$ cat src/hw/rtl/rpn_pkg.sv
// shared types and constants of the rpn stack calculator
// word format, command codes, stream widths and the multiply/divide unit handshake
// no dependencies
`default_nettype none

package rpn_pkg;

  localparam int unsigned WORD_BITS = 32;
  localparam int unsigned FRAC_BITS = 16;

  localparam int unsigned CMD_W = 3;

  // quotient width, shifted product width and the wider of the two
  localparam int unsigned QUOT_W = WORD_BITS + FRAC_BITS;
  localparam int unsigned PROD_W = 2 * WORD_BITS - FRAC_BITS;
  localparam int unsigned MAG_W  = (QUOT_W > PROD_W) ? QUOT_W : PROD_W;
  localparam int unsigned CNT_W  = $clog2(QUOT_W + 1);

  localparam int unsigned S_TDATA_W = ((CMD_W + WORD_BITS + 7) / 8) * 8;
  localparam int unsigned M_TDATA_W = ((4 * WORD_BITS + 2 + 7) / 8) * 8;

  localparam logic [WORD_BITS-1:0] WORD_MIN = {1'b1, {(WORD_BITS - 1){1'b0}}};
  localparam logic [WORD_BITS-1:0] WORD_MAX = ~WORD_MIN;

  typedef enum logic [CMD_W-1:0] {
    CMD_PUSH = 3'd0,
    CMD_ADD  = 3'd1,
    CMD_SUB  = 3'd2,
    CMD_MUL  = 3'd3,
    CMD_DIV  = 3'd4
  } cmd_e;

  typedef struct packed {
    logic start;
    logic is_div;
  } md_req_t;

  typedef struct packed {
    logic                 done;
    logic                 ovf;
    logic [WORD_BITS-1:0] result;
  } md_rsp_t;

endpackage

`default_nettype wire

$ cat src/hw/rtl/rpn_muldiv.sv
// iterative fixed-point multiply and divide with one shared adder
// shift-and-add multiply, restoring divide, sign handling and saturation
// depends on rpn_pkg
`default_nettype none

module rpn_muldiv (
  input  logic                          clk_i,
  input  logic                          rst_ni,
  input  rpn_pkg::md_req_t              req_i,
  input  logic [rpn_pkg::WORD_BITS-1:0] a_i,
  input  logic [rpn_pkg::WORD_BITS-1:0] b_i,
  output rpn_pkg::md_rsp_t              rsp_o
);
  import rpn_pkg::*;

  typedef enum logic [2:0] {
    MD_IDLE = 3'b001,
    MD_RUN  = 3'b010,
    MD_PACK = 3'b100
  } md_state_e;

  md_state_e              state_q, state_d;
  logic                   div_q, div_d;
  logic                   neg_q, neg_d;
  logic [WORD_BITS-1:0]   dvs_q, dvs_d;
  logic [WORD_BITS-1:0]   rem_q, rem_d;
  logic [QUOT_W-1:0]      sh_q, sh_d;
  logic [CNT_W-1:0]       cnt_q, cnt_d;

  logic [WORD_BITS-1:0]   mag_a, mag_b;
  logic [WORD_BITS:0]     add_a, add_b;
  logic                   add_sub;
  logic [WORD_BITS+1:0]   add_sum;
  logic                   ge;

  logic [2*WORD_BITS-1:0] prod;
  logic [MAG_W-1:0]       mag;
  logic [WORD_BITS-1:0]   limit, sat_mag;
  logic                   ovf;

  assign mag_a = a_i[WORD_BITS-1] ? WORD_BITS'(-a_i) : a_i;
  assign mag_b = b_i[WORD_BITS-1] ? WORD_BITS'(-b_i) : b_i;

  // shared adder
  always_comb begin
    if (div_q) begin
      add_a   = {rem_q, sh_q[QUOT_W-1]};
      add_b   = {1'b0, dvs_q};
      add_sub = 1'b1;
    end else begin
      add_a   = {1'b0, rem_q};
      add_b   = sh_q[0] ? {1'b0, dvs_q} : '0;
      add_sub = 1'b0;
    end
  end

  assign add_sum = {1'b0, add_a} + {1'b0, (add_sub ? ~add_b : add_b)}
                 + (WORD_BITS + 2)'(add_sub);
  assign ge      = add_sum[WORD_BITS+1];

  // saturation of the final magnitude
  assign prod    = {rem_q, sh_q[WORD_BITS-1:0]};
  assign mag     = div_q ? MAG_W'(sh_q) : MAG_W'(prod[2*WORD_BITS-1:FRAC_BITS]);
  assign limit   = neg_q ? WORD_MIN : WORD_MAX;
  assign ovf     = mag > MAG_W'(limit);
  assign sat_mag = ovf ? limit : mag[WORD_BITS-1:0];

  assign rsp_o.done   = (state_q == MD_PACK);
  assign rsp_o.ovf    = ovf;
  assign rsp_o.result = neg_q ? WORD_BITS'(-sat_mag) : sat_mag;

  always_comb begin
    state_d = state_q;
    div_d   = div_q;
    neg_d   = neg_q;
    dvs_d   = dvs_q;
    rem_d   = rem_q;
    sh_d    = sh_q;
    cnt_d   = cnt_q;
    unique case (state_q)
      MD_IDLE: begin
        if (req_i.start) begin
          div_d   = req_i.is_div;
          neg_d   = a_i[WORD_BITS-1] ^ b_i[WORD_BITS-1];
          rem_d   = '0;
          state_d = MD_RUN;
          if (req_i.is_div) begin
            sh_d  = QUOT_W'(mag_a) << FRAC_BITS;
            dvs_d = mag_b;
            cnt_d = CNT_W'(QUOT_W);
          end else begin
            sh_d  = QUOT_W'(mag_b);
            dvs_d = mag_a;
            cnt_d = CNT_W'(WORD_BITS);
          end
        end
      end
      MD_RUN: begin
        if (div_q) begin
          rem_d = ge ? add_sum[WORD_BITS-1:0] : add_a[WORD_BITS-1:0];
          sh_d  = {sh_q[QUOT_W-2:0], ge};
        end else begin
          rem_d            = add_sum[WORD_BITS:1];
          sh_d             = sh_q >> 1;
          sh_d[WORD_BITS-1] = add_sum[0];
        end
        cnt_d = cnt_q - CNT_W'(1);
        if (cnt_q == CNT_W'(1)) begin
          state_d = MD_PACK;
        end
      end
      MD_PACK: begin
        state_d = MD_IDLE;
      end
      default: begin
        state_d = MD_IDLE;
      end
    endcase
  end

  always_ff @(posedge clk_i or negedge rst_ni) begin
    if (!rst_ni) begin
      state_q <= MD_IDLE;
      cnt_q   <= '0;
    end else begin
      state_q <= state_d;
      cnt_q   <= cnt_d;
    end
  end

  always_ff @(posedge clk_i) begin
    div_q <= div_d;
    neg_q <= neg_d;
    dvs_q <= dvs_d;
    rem_q <= rem_d;
    sh_q  <= sh_d;
  end

endmodule

`default_nettype wire

$ cat src/hw/rtl/rpn_stack_calculator.sv
// top level of the four-level rpn stack calculator (x, y, z, t) in signed q16.16
// stream in/out, stack registers, add/subtract, command sequencer
// depends on rpn_pkg and rpn_muldiv
`default_nettype none

// Each input item carries a command (push, add, subtract, multiply, divide) and a
// value used by push. Every item yields exactly one output item with the whole
// stack after the step and the divide_error and overflow flags. The block takes
// one item at a time: s_axis_tready is high only while the sequencer is idle, and
// a finished result may still wait in the output register while the next item
// is accepted. Push, add, subtract and unused codes go from the accept straight
// to the done state, which holds until the output register is free, then back to
// idle. Multiply and divide pass through the calc state while the shared adder of
// the shift-and-add multiplier and restoring divider retires one bit a cycle.
// Division by zero skips the calc state and leaves the stack unchanged.

module rpn_stack_calculator (
  input  logic                          clk_i,
  input  logic                          rst_ni,
  input  logic                          s_axis_tvalid,
  output logic                          s_axis_tready,
  input  logic [rpn_pkg::S_TDATA_W-1:0] s_axis_tdata,  // cmd, value
  output logic                          m_axis_tvalid,
  input  logic                          m_axis_tready,
  output logic [rpn_pkg::M_TDATA_W-1:0] m_axis_tdata   // x_reg, y_reg, z_reg, t_reg,
                                                       // divide_error, overflow
);
  import rpn_pkg::*;

  typedef enum logic [2:0] {
    ST_IDLE = 3'b001,
    ST_CALC = 3'b010,
    ST_DONE = 3'b100
  } state_e;

  state_e                 state_q, state_d;
  cmd_e                   cmd_q, cmd_d;
  logic [WORD_BITS-1:0]   value_q, value_d;
  logic [WORD_BITS-1:0]   res_q, res_d;
  logic                   ovf_q, ovf_d;
  logic [WORD_BITS-1:0]   x_q, x_d, y_q, y_d, z_q, z_d, t_q, t_d;
  logic                   m_valid_q, m_valid_d;
  logic [M_TDATA_W-1:0]   m_data_q, m_data_d;

  logic                   accept, out_free;
  cmd_e                   in_cmd;
  logic signed [WORD_BITS:0] as_sum;
  logic                   as_ovf;
  logic [WORD_BITS-1:0]   as_res;
  logic                   derr, ovf_out;

  md_req_t                md_req;
  md_rsp_t                md_rsp;

  rpn_muldiv u_muldiv (
    .clk_i  (clk_i),
    .rst_ni (rst_ni),
    .req_i  (md_req),
    .a_i    (y_q),
    .b_i    (x_q),
    .rsp_o  (md_rsp)
  );

  assign s_axis_tready = (state_q == ST_IDLE);
  assign accept        = s_axis_tvalid & s_axis_tready;
  assign out_free      = ~m_valid_q | m_axis_tready;
  assign in_cmd        = cmd_e'(s_axis_tdata[CMD_W-1:0]);

  assign m_axis_tvalid = m_valid_q;
  assign m_axis_tdata  = m_data_q;

  // saturating add and subtract of y and x
  assign as_sum = (cmd_q == CMD_SUB)
                ? $signed({y_q[WORD_BITS-1], y_q}) - $signed({x_q[WORD_BITS-1], x_q})
                : $signed({y_q[WORD_BITS-1], y_q}) + $signed({x_q[WORD_BITS-1], x_q});
  assign as_ovf = as_sum[WORD_BITS] ^ as_sum[WORD_BITS-1];
  assign as_res = as_ovf ? (as_sum[WORD_BITS] ? WORD_MIN : WORD_MAX)
                         : as_sum[WORD_BITS-1:0];

  always_comb begin
    state_d       = state_q;
    cmd_d         = cmd_q;
    value_d       = value_q;
    res_d         = res_q;
    ovf_d         = ovf_q;
    x_d           = x_q;
    y_d           = y_q;
    z_d           = z_q;
    t_d           = t_q;
    m_valid_d     = m_valid_q & ~m_axis_tready;
    m_data_d      = m_data_q;
    md_req.start  = 1'b0;
    md_req.is_div = 1'b0;
    derr          = 1'b0;
    ovf_out       = 1'b0;
    unique case (state_q)
      ST_IDLE: begin
        if (accept) begin
          cmd_d   = in_cmd;
          value_d = s_axis_tdata[CMD_W +: WORD_BITS];
          if (in_cmd == CMD_MUL || (in_cmd == CMD_DIV && x_q != '0)) begin
            md_req.start  = 1'b1;
            md_req.is_div = (in_cmd == CMD_DIV);
            state_d       = ST_CALC;
          end else begin
            state_d = ST_DONE;
          end
        end
      end
      ST_CALC: begin
        if (md_rsp.done) begin
          res_d   = md_rsp.result;
          ovf_d   = md_rsp.ovf;
          state_d = ST_DONE;
        end
      end
      ST_DONE: begin
        if (out_free) begin
          unique case (cmd_q)
            CMD_PUSH: begin
              t_d = z_q;
              z_d = y_q;
              y_d = x_q;
              x_d = value_q;
            end
            CMD_ADD, CMD_SUB: begin
              x_d     = as_res;
              y_d     = z_q;
              z_d     = t_q;
              ovf_out = as_ovf;
            end
            CMD_MUL: begin
              x_d     = res_q;
              y_d     = z_q;
              z_d     = t_q;
              ovf_out = ovf_q;
            end
            CMD_DIV: begin
              if (x_q == '0) begin
                derr = 1'b1;
              end else begin
                x_d     = res_q;
                y_d     = z_q;
                z_d     = t_q;
                ovf_out = ovf_q;
              end
            end
            default: begin
            end
          endcase
          m_valid_d = 1'b1;
          m_data_d  = M_TDATA_W'({ovf_out, derr, t_d, z_d, y_d, x_d});
          state_d   = ST_IDLE;
        end
      end
      default: begin
        state_d = ST_IDLE;
      end
    endcase
  end

  always_ff @(posedge clk_i or negedge rst_ni) begin
    if (!rst_ni) begin
      state_q   <= ST_IDLE;
      m_valid_q <= 1'b0;
      x_q       <= '0;
      y_q       <= '0;
      z_q       <= '0;
      t_q       <= '0;
    end else begin
      state_q   <= state_d;
      m_valid_q <= m_valid_d;
      x_q       <= x_d;
      y_q       <= y_d;
      z_q       <= z_d;
      t_q       <= t_d;
    end
  end

  always_ff @(posedge clk_i) begin
    cmd_q    <= cmd_d;
    value_q  <= value_d;
    res_q    <= res_d;
    ovf_q    <= ovf_d;
    m_data_q <= m_data_d;
  end

endmodule

`default_nettype wire

$ cat config.mk
export PLATFORM = sky130hd
export DESIGN_NAME = rpn_stack_calculator
export DESIGN_NICKNAME = d
export VERILOG_FILES = /design/src/hw/rtl/rpn_pkg.sv /design/src/hw/rtl/rpn_muldiv.sv /design/src/hw/rtl/rpn_stack_calculator.sv
export SDC_FILE = /design/constraint.sdc
export NUM_CORES = 1
export LEC_CHECK = 0
export ABC_AREA = 1
export BUFFER_PORTS_ARGS = -buffer_cell sky130_fd_sc_hd__buf_2
export CORE_MARGIN = 8
export CORE_UTILIZATION = 51
export DETAILED_ROUTE_END_ITERATION = 16
export GPL_ROUTABILITY_DRIVEN = 1
export HOLD_SLACK_MARGIN = 0.05
export PLACE_DENSITY_LB_ADDON = 0.25
export SYNTH_ARGS = -nofsm -noshare
export SYNTH_HDL_FRONTEND = slang
export SYNTH_HIERARCHICAL = 1
export SYNTH_SLANG_ARGS = --single-unit
$ cat constraint.sdc
create_clock -name clk_i -period 9.6 [get_ports clk_i]
set_clock_uncertainty 0.15 [all_clocks]
set_input_delay 1.44 -clock clk_i [delete_from_list [all_inputs] [get_ports clk_i]]
set_output_delay 1.44 -clock clk_i [all_outputs]
set_load 0.05 [all_outputs]
==> impl_metrics.yaml, run 1 <==
global_route:
  track_usage_pct: 27.0
  first_global_vias: 24900
  grt_busiest_layer: "met2"
  gr-usage-met2_pct: 45.8
  overflow: 0
  grt_first_pass_wirelength_mm: 141
  grt_use_met3_pct: 3.33
  met1_usage_pct: 34.4
  grt_max_degree: 199
  antenna_found_initial: 0
placed_design:
  place.gp.congestion: 0.997
  place_inst: 4631
  place_ws_ns: 3.78
  place.port_buffers: 170
  dp.final_hpwl_mm: 68.7
critical_path:
  critPathMostFrequentCell: "nand2_1"
  critical_path.top_delay_family: "simple AND/OR/NAND/NOR gates"
  worstPathBufferInverterCount: 2
  crit_path_cell_trace: "inv_1, nand3_1, nor3_1, nand4_1, nor2_1, nand4_1, o21ai_1, o21ai_0, xor2_1, inv_1, ha_1, nand2_1, nor2_1, nand2_1, nand3_1, a21oi_1, nand2_1, nand2_1, nand2_1, nand2_1, nand3_1, nand2_1, a21boi_1"
  required_ns: 9.77
  path_class: "reg -> reg"
  worstSetupEndpointType: "register"
  crit_fanout: 30
  start_kind: "register"
  slowest_stage: "nand2_1"
  slowest_delay_ns: 0.79
  crit_arrival_ns: 5.97
cells_and_area:
  fin_nets: 4064
  drive_above_1_share_pct: 9.25
  diodes: 0
  area_delta_synth_final_pct: 10.9
  finish.utilization_pct: 57.1
  fill_cells: 5331
  fin_cells: 4722
power:
  power_density_nw_per_um2: 270
  ir_drop_mv: 0.231
  p_leak_nw: 14.8
yosys:
  synth.top_cell.area_share_pct: 31.6
  synth_most_common_cell: "nand2_1"
  synth_top_cell_by_area: "edfxtp_1"
  ys_ff_latch: 453
  synth_edf_count: 312
  yosys_most_used_dff: "edfxtp_1"
  ys_types: 61
  ys_warn_count: 6
  synth_area_um2: 29700
  netlist_top_cells_count: "nand2_1, inv_1, o21ai_0, edfxtp_1, nor2_1"
  async_flop_share_pct: 31.1
  syn_area_per_cell_um2: 7.75
  syn-instance-count: 3826
  synthTopCellsByArea: "edfxtp_1, nand2_1, dfrtp_1"
  ys_seq_area_share_pct: 43.5
clock_network:
  clock-sinks: 453
  insertion_delay_ns: 0.62
  cts_hold_buf: 0
  cts.path.max_buffers: 3
  clk_pin_slew_ns: 0.07
  cts_tree: "yes"
  cts_setup_buffers: 0
  numCtsBuffers: 49
  htreeDepth: 2
  post_cts_resized: 0
  root_buffer: "clkbuf_16"
outcome:
  status: "finished clean"
routing:
  vias: 26400
  drtIter0Drc: 2605
  antenna_left: 0
  wire_per_inst_um: 19.5
  drc: 0
  vias_per_cell: 5.60
  dr.pass1.iters: 6
  wl_mm: 92.3
sta:
  max_slew_margin_pct: 19.1
  maxSlewViolCount: 0
  setup_ws_ns: 3.80
  fmax_mhz: 173
  fin_tns_setup_ns: 0
  worst_pin_slew_ns: 1.21
  timing.hold.ws_ns: 0.352
  setup_viol: 0
  finalHoldViolCount: 0
  rsz0062_at_grt: "no"
  post-route-period-util_pct: 60.4
  final.min_clock_period_ns: 5.80
floorplanning:
  die_w_um: 257
  core-area_um2: 57600
  rows: 88
  die_h_um: 257
  initial_core_util_pct: 51.5
  die_area_um2: 66100
  num_io_pins: 182
min_path:
  hold_class: "reg -> reg"
job:
  maxCapViolCount: 0
## report_power, final
| part | internal [mW] | switching [mW] | total, mW |
|---|---|---|---|
| registers | 2.53 | 0.419 | 2.95 |
| clock network | 1.30 | 0.836 | 2.13 |
| logic | 1.09 | 2.70 | 3.79 |
## kinds of logic after synthesis
family,Yosys count,synth area share (%)
buf+inv,658,8.75
xor+xnor,136,4.02
compound gates,779,15.7
simple gates,1689,23.3
other cells,1,0.0126
fa+ha+maj,103,4.40
flops,453,43.5
mux,7,0.241
## final cells by class
class                           count  area, um^2  area share, %
Multi-Input combinational cell   2720       14200           43.3
Sequential cell                   453       12900           39.2
Inverter                          495        1860           5.65
Clock buffer                       55        1310           3.99
Timing Repair Buffer              198        1090           3.32
Tap cell                          765         957           2.91
Clock inverter                     36         547           1.66
## final timing paths
| path | start | end | slack [ns] | depth (start not counted) |
|---|---|---|---|---|
| setup / recovery | x_q[0] | m_axis_tdata[25] | 3.80 | 23 |
| hold / removal | u_muldiv/cnt_q[5] | u_muldiv/cnt_q[5] | 0.35 | 1 |
| setup reg to reg | x_q[0] | m_axis_tdata[25] | 3.80 | 23 |
| hold reg to reg | u_muldiv/cnt_q[5] | u_muldiv/cnt_q[5] | 0.35 | 1 |
| max in group asynchronous | rst_ni | u_muldiv/state_q[2] | 7.10 | 2 |
| min in group asynchronous | rst_ni | x_q[2] | 0.72 | 1 |
## placed cells by master (no fill, tap or decap), types with 6 or more instances in the layout
cell	Yosys	final
o221ai_1	75	75
xor2_1	95	95
or2_2	18	18
conb_1	1	6
nand3b_1	12	12
clkbuf_16	0	51
nand2_2	12	12
o211ai_1	10	10
xnor2_1	41	41
ha_1	101	101
nand4_1	26	26
inv_1	473	472
inv_2	19	20
nand3_1	158	158
a21oi_1	166	165
edfxtp_1	312	312
nor3_1	42	41
buf_2	22	169
clkinv_1	3	11
a21boi_1	31	31
dfrtp_1	139	139
nor4_1	18	18
nor2_1	260	254
o21a_1	14	14
a21o_1	11	11
nor2_4	2	7
a211oi_1	35	35
mux2i_1	6	6
o22ai_1	21	21
o21ai_0	314	314
a31oi_1	25	25
nand2_1	1119	1119
o21ai_1	21	21
buf_4	14	26
bufinv_16	0	11
nor2_2	10	11
o21bai_1	8	8
a21boi_0	27	27
## per-layer routing
metal	vias to the layer above	wire length [um]	part of all wire (%)
li1	13000	-	-
met1	12300	37700	41
met2	937	44400	48
met3	204	6010	6.5
met4	0	4120	4.5
met5	-	0	0
## through the flow
step | total power, mW | cell area [um^2]
after global routing | 9.34 | 32900
after detailed placement | 6.71 | 31000
final | 8.87 | 32900
after floorplan | 5.54 | 29700
after CTS | 8.86 | 32900
after global placement | 6.69 | 31000
## registers in the layout (all words and copies together), names as in the netlist
register and flops:
m_axis_tdata 130, u_muldiv/sh_q 48, res_q 32, t_q 32, u_muldiv/dvs_q 32, u_muldiv/rem_q 32
value_q 32, x_q 32, y_q 32, z_q 32, u_muldiv/cnt_q 6, cmd_q 3
state_q 3, u_muldiv/state_q 3, m_axis_tvalid 1, ovf_q 1, u_muldiv/div_q 1, u_muldiv/neg_q 1
Power figures use the tool's default switching activity.
==> inputs of run 2 (changes only) <==
- ABC_AREA: 1 -> 0
- clock period: 9.6 -> 4.9 ns (I/O delays scaled with it)
==> run 2 against run 1 <==
The run now ends with negative setup slack left. Core utilization is 3.6 points higher. Clock-buffer cell count rose by 17. Combinational power increased to 3.4 times the previous value. Global-route usage rose by 1.6 points. Critical path depth rose by 2. Register-to-register slack worse by 4.0 ns. Synthesized cell count shrank 20%. Die area fell by 0.83%. Via count fell by 1.5%. Sequential share of layout area shrank 2.2 points. Total power grew to 2.6 times the previous value. Critical path type unchanged. Largest power group unchanged.
==> impl_metrics.yaml, run 2 <==
min_path:
  hold_class: "in -> reg"
  whs_endpoint: "value_q[12]"
  min_path_cells: 1
  hold_start: "s_axis_tdata[15]"
sta:
  fmax_mhz: 195
  post-route-period-util_pct: 105
  rsz0062_at_grt: "yes"
  setup_viol: 6
  finalHoldViolCount: 0
  timing.hold.ws_ns: 0.149
  final.min_clock_period_ns: 5.14
  worst_pin_slew_ns: 1.10
  fin_tns_setup_ns: -0.945
  max_slew_margin_pct: 26.7
  setup_ws_ns: -0.236
  maxSlewViolCount: 0
cells_and_area:
  area_delta_synth_final_pct: 18.5
  fill_cells: 4794
  design_area_um2: 34800
  fin_nets: 3522
  regArea_um2: 12900
  largest_reg_flops: 130
  final_cell_mix: "nand2_1, edfxtp_1, buf_4"
  multiInputGateArea_um2: 15800
  drive_above_1_share_pct: 22.3
  layout.cells.most_common: "nand2_1"
  fin_cells: 4183
outcome:
  violations: "negative setup slack"
  status: "finished with violations"
clock_network:
  htreeDepth: 2
  root_buffer: "clkbuf_16"
  cts_tree: "yes"
  cts.path.max_buffers: 3
  clk_pin_slew_ns: 0.06
  insertion_delay_ns: 0.61
  clock-sinks: 453
  numCtsBuffers: 50
yosys:
  synth.top_cell.area_share_pct: 31.9
  syn_area_per_cell_um2: 9.59
  synth_top_cell_by_area: "edfxtp_1"
  ys_seq_area_share_pct: 43.9
  ys_warn_count: 6
  ys_types: 93
  synth_most_common_cell: "nand2_1"
  synth_area_um2: 29400
  synthTopCellsByArea: "edfxtp_1, dfrtp_1, nand2_1"
  syn-instance-count: 3064
  yosys_most_used_dff: "edfxtp_1"
  synth_edf_count: 312
  netlist_top_cells_count: "nand2_1, edfxtp_1, a21oi_1, nor2_1, o21ai_0"
  ys_ff_latch: 453
  async_flop_share_pct: 31.1
placed_design:
  place.gp.congestion: 0.969
  place.port_buffers: 170
  placed_area_um2: 32600
  place_inst: 4068
  dp.final_hpwl_mm: 72.1
routing:
  drtIter0Drc: 2891
  wl_mm: 98.5
  dr.pass1.iters: 9
  vias_per_cell: 6.22
  drc: 0
  antenna_left: 0
  vias: 26000
  wire_per_inst_um: 23.5
floorplanning:
  die_area_um2: 65600
  rows: 88
  die_w_um: 256
  num_io_pins: 182
  initial_core_util_pct: 51.2
  core-area_um2: 57400
  die_h_um: 256
global_route:
  overflow: 0
  grt_first_pass_wirelength_mm: 148
  track_usage_pct: 28.6
  antenna_found_initial: 1
  grt_max_degree: 104
  first_global_vias: 25000
critical_path:
  crit_fanout: 8
  reg2reg_slack_ns: -0.24
  r2r-start: "u_muldiv/div_q"
  start_kind: "register"
  required_ns: 5.10
  crit_arrival_ns: 5.33
  slowest_delay_ns: 0.52
  reg2reg_depth: 25
  slowest_stage: "or4b_4"
  worstSetupEndpointType: "register"
  critPathMostFrequentCell: "nand2_1"
  r2r-end: "res_q[24]"
  path_class: "reg -> reg"
power:
  power_density_nw_per_um2: 663
  p_leak_nw: 14.5
  power_mw: 23.1
  ir_drop_mv: 0.484
job:
  maxCapViolCount: 0
==> run 2: power breakdown <==
| part | internal, mW | leakage, nW | switching (mW) | total (mW) |
|---|---|---|---|---|
| Sequential | 5.39 | 4.67 | 0.856 | 6.25 |
| Combinational | 4.64 | 9.02 | 8.22 | 12.9 |
| Clock | 2.34 | 0.834 | 1.63 | 3.97 |
| Total | 12.4 | 14.5 | 10.7 | 23.1 |
==> run 2: timing repair <==
action / in CTS / in global routing
gates resized for setup: 23 / 67
endpoints found under the hold margin: 42 / 0
endpoints found under the setup margin: 22 / 100
hold buffers: 1 / 0
buffers inserted: 7 / 12
pin swaps: 11 / 17
==> run 2: how the worst max path moves through the flow <==
stage / from / to / cells after the start
2_1_floorplan: u_muldiv/div_q / res_q[30] / 30
3_3_place_gp: u_muldiv/div_q / res_q[30] / 24
3_5_place_dp: u_muldiv/div_q / res_q[30] / 26
4_1_cts: u_muldiv/div_q / res_q[30] / 23
5_1_grt: u_muldiv/div_q / res_q[24] / 25
6_report: u_muldiv/div_q / res_q[24] / 25
==> run 2: metal layers <==
| layer | wire length, um | vias to the layer above | global-route usage (%) |
|---|---|---|---|
| met5 | 0 | - | 0 |
| met4 | 3610 | 0 | 10.2 |
| met3 | 7190 | 205 | 4.05 |
| met2 | 47600 | 1115 | 47.7 |
| met1 | 40100 | 12700 | 37.7 |
| li1 | - | 12000 | - |
==> run 2: critical path: cells and delay by family, from the launching register on <==
kind                       cells  cell delay, ns
and+or+nand+nor               14            2.78
buffers and inverters          5            0.61
DFF                            1            0.43
adders and majority gates      2            0.42
AOI/OAI and AO/OA              3            0.33
muxes                          1            0.16
==> run 2: cell families after synthesis <==
group | Yosys count | synth area share (%)
AND/OR/NAND/NOR | 982 | 15.7
other | 1 | 0.0128
XOR/XNOR | 147 | 4.38
AO/OA/AOI/OAI | 856 | 19.0
adder cells (fa/ha/maj) | 103 | 4.44
buffers and inverters | 278 | 3.92
flip-flops | 453 | 43.9
multiplexers | 244 | 8.67
==> run 2: through the flow <==
stage | util, % | worst slack (ns)
2_1_floorplan | - | -0.794
3_3_place_gp | 56.8 | -0.301
3_5_place_dp | 56.8 | -0.359
4_1_cts | 60.1 | -0.153
5_1_grt | 60.7 | -0.410
6_report | 60.7 | -0.236
==> run 2: area by class of cell <==
| cell class | instances | share of cell area, % |
|---|---|---|
| clock inverters | 22 | 0.862 |
| clock buffers | 72 | 4.06 |
| repair buffers | 451 | 8.95 |
| diodes | 1 | 0.00718 |
| flip-flops and latches | 453 | 37.0 |
| multi-input cells | 2338 | 45.4 |
| well taps | 765 | 2.75 |
| inverters | 81 | 0.923 |
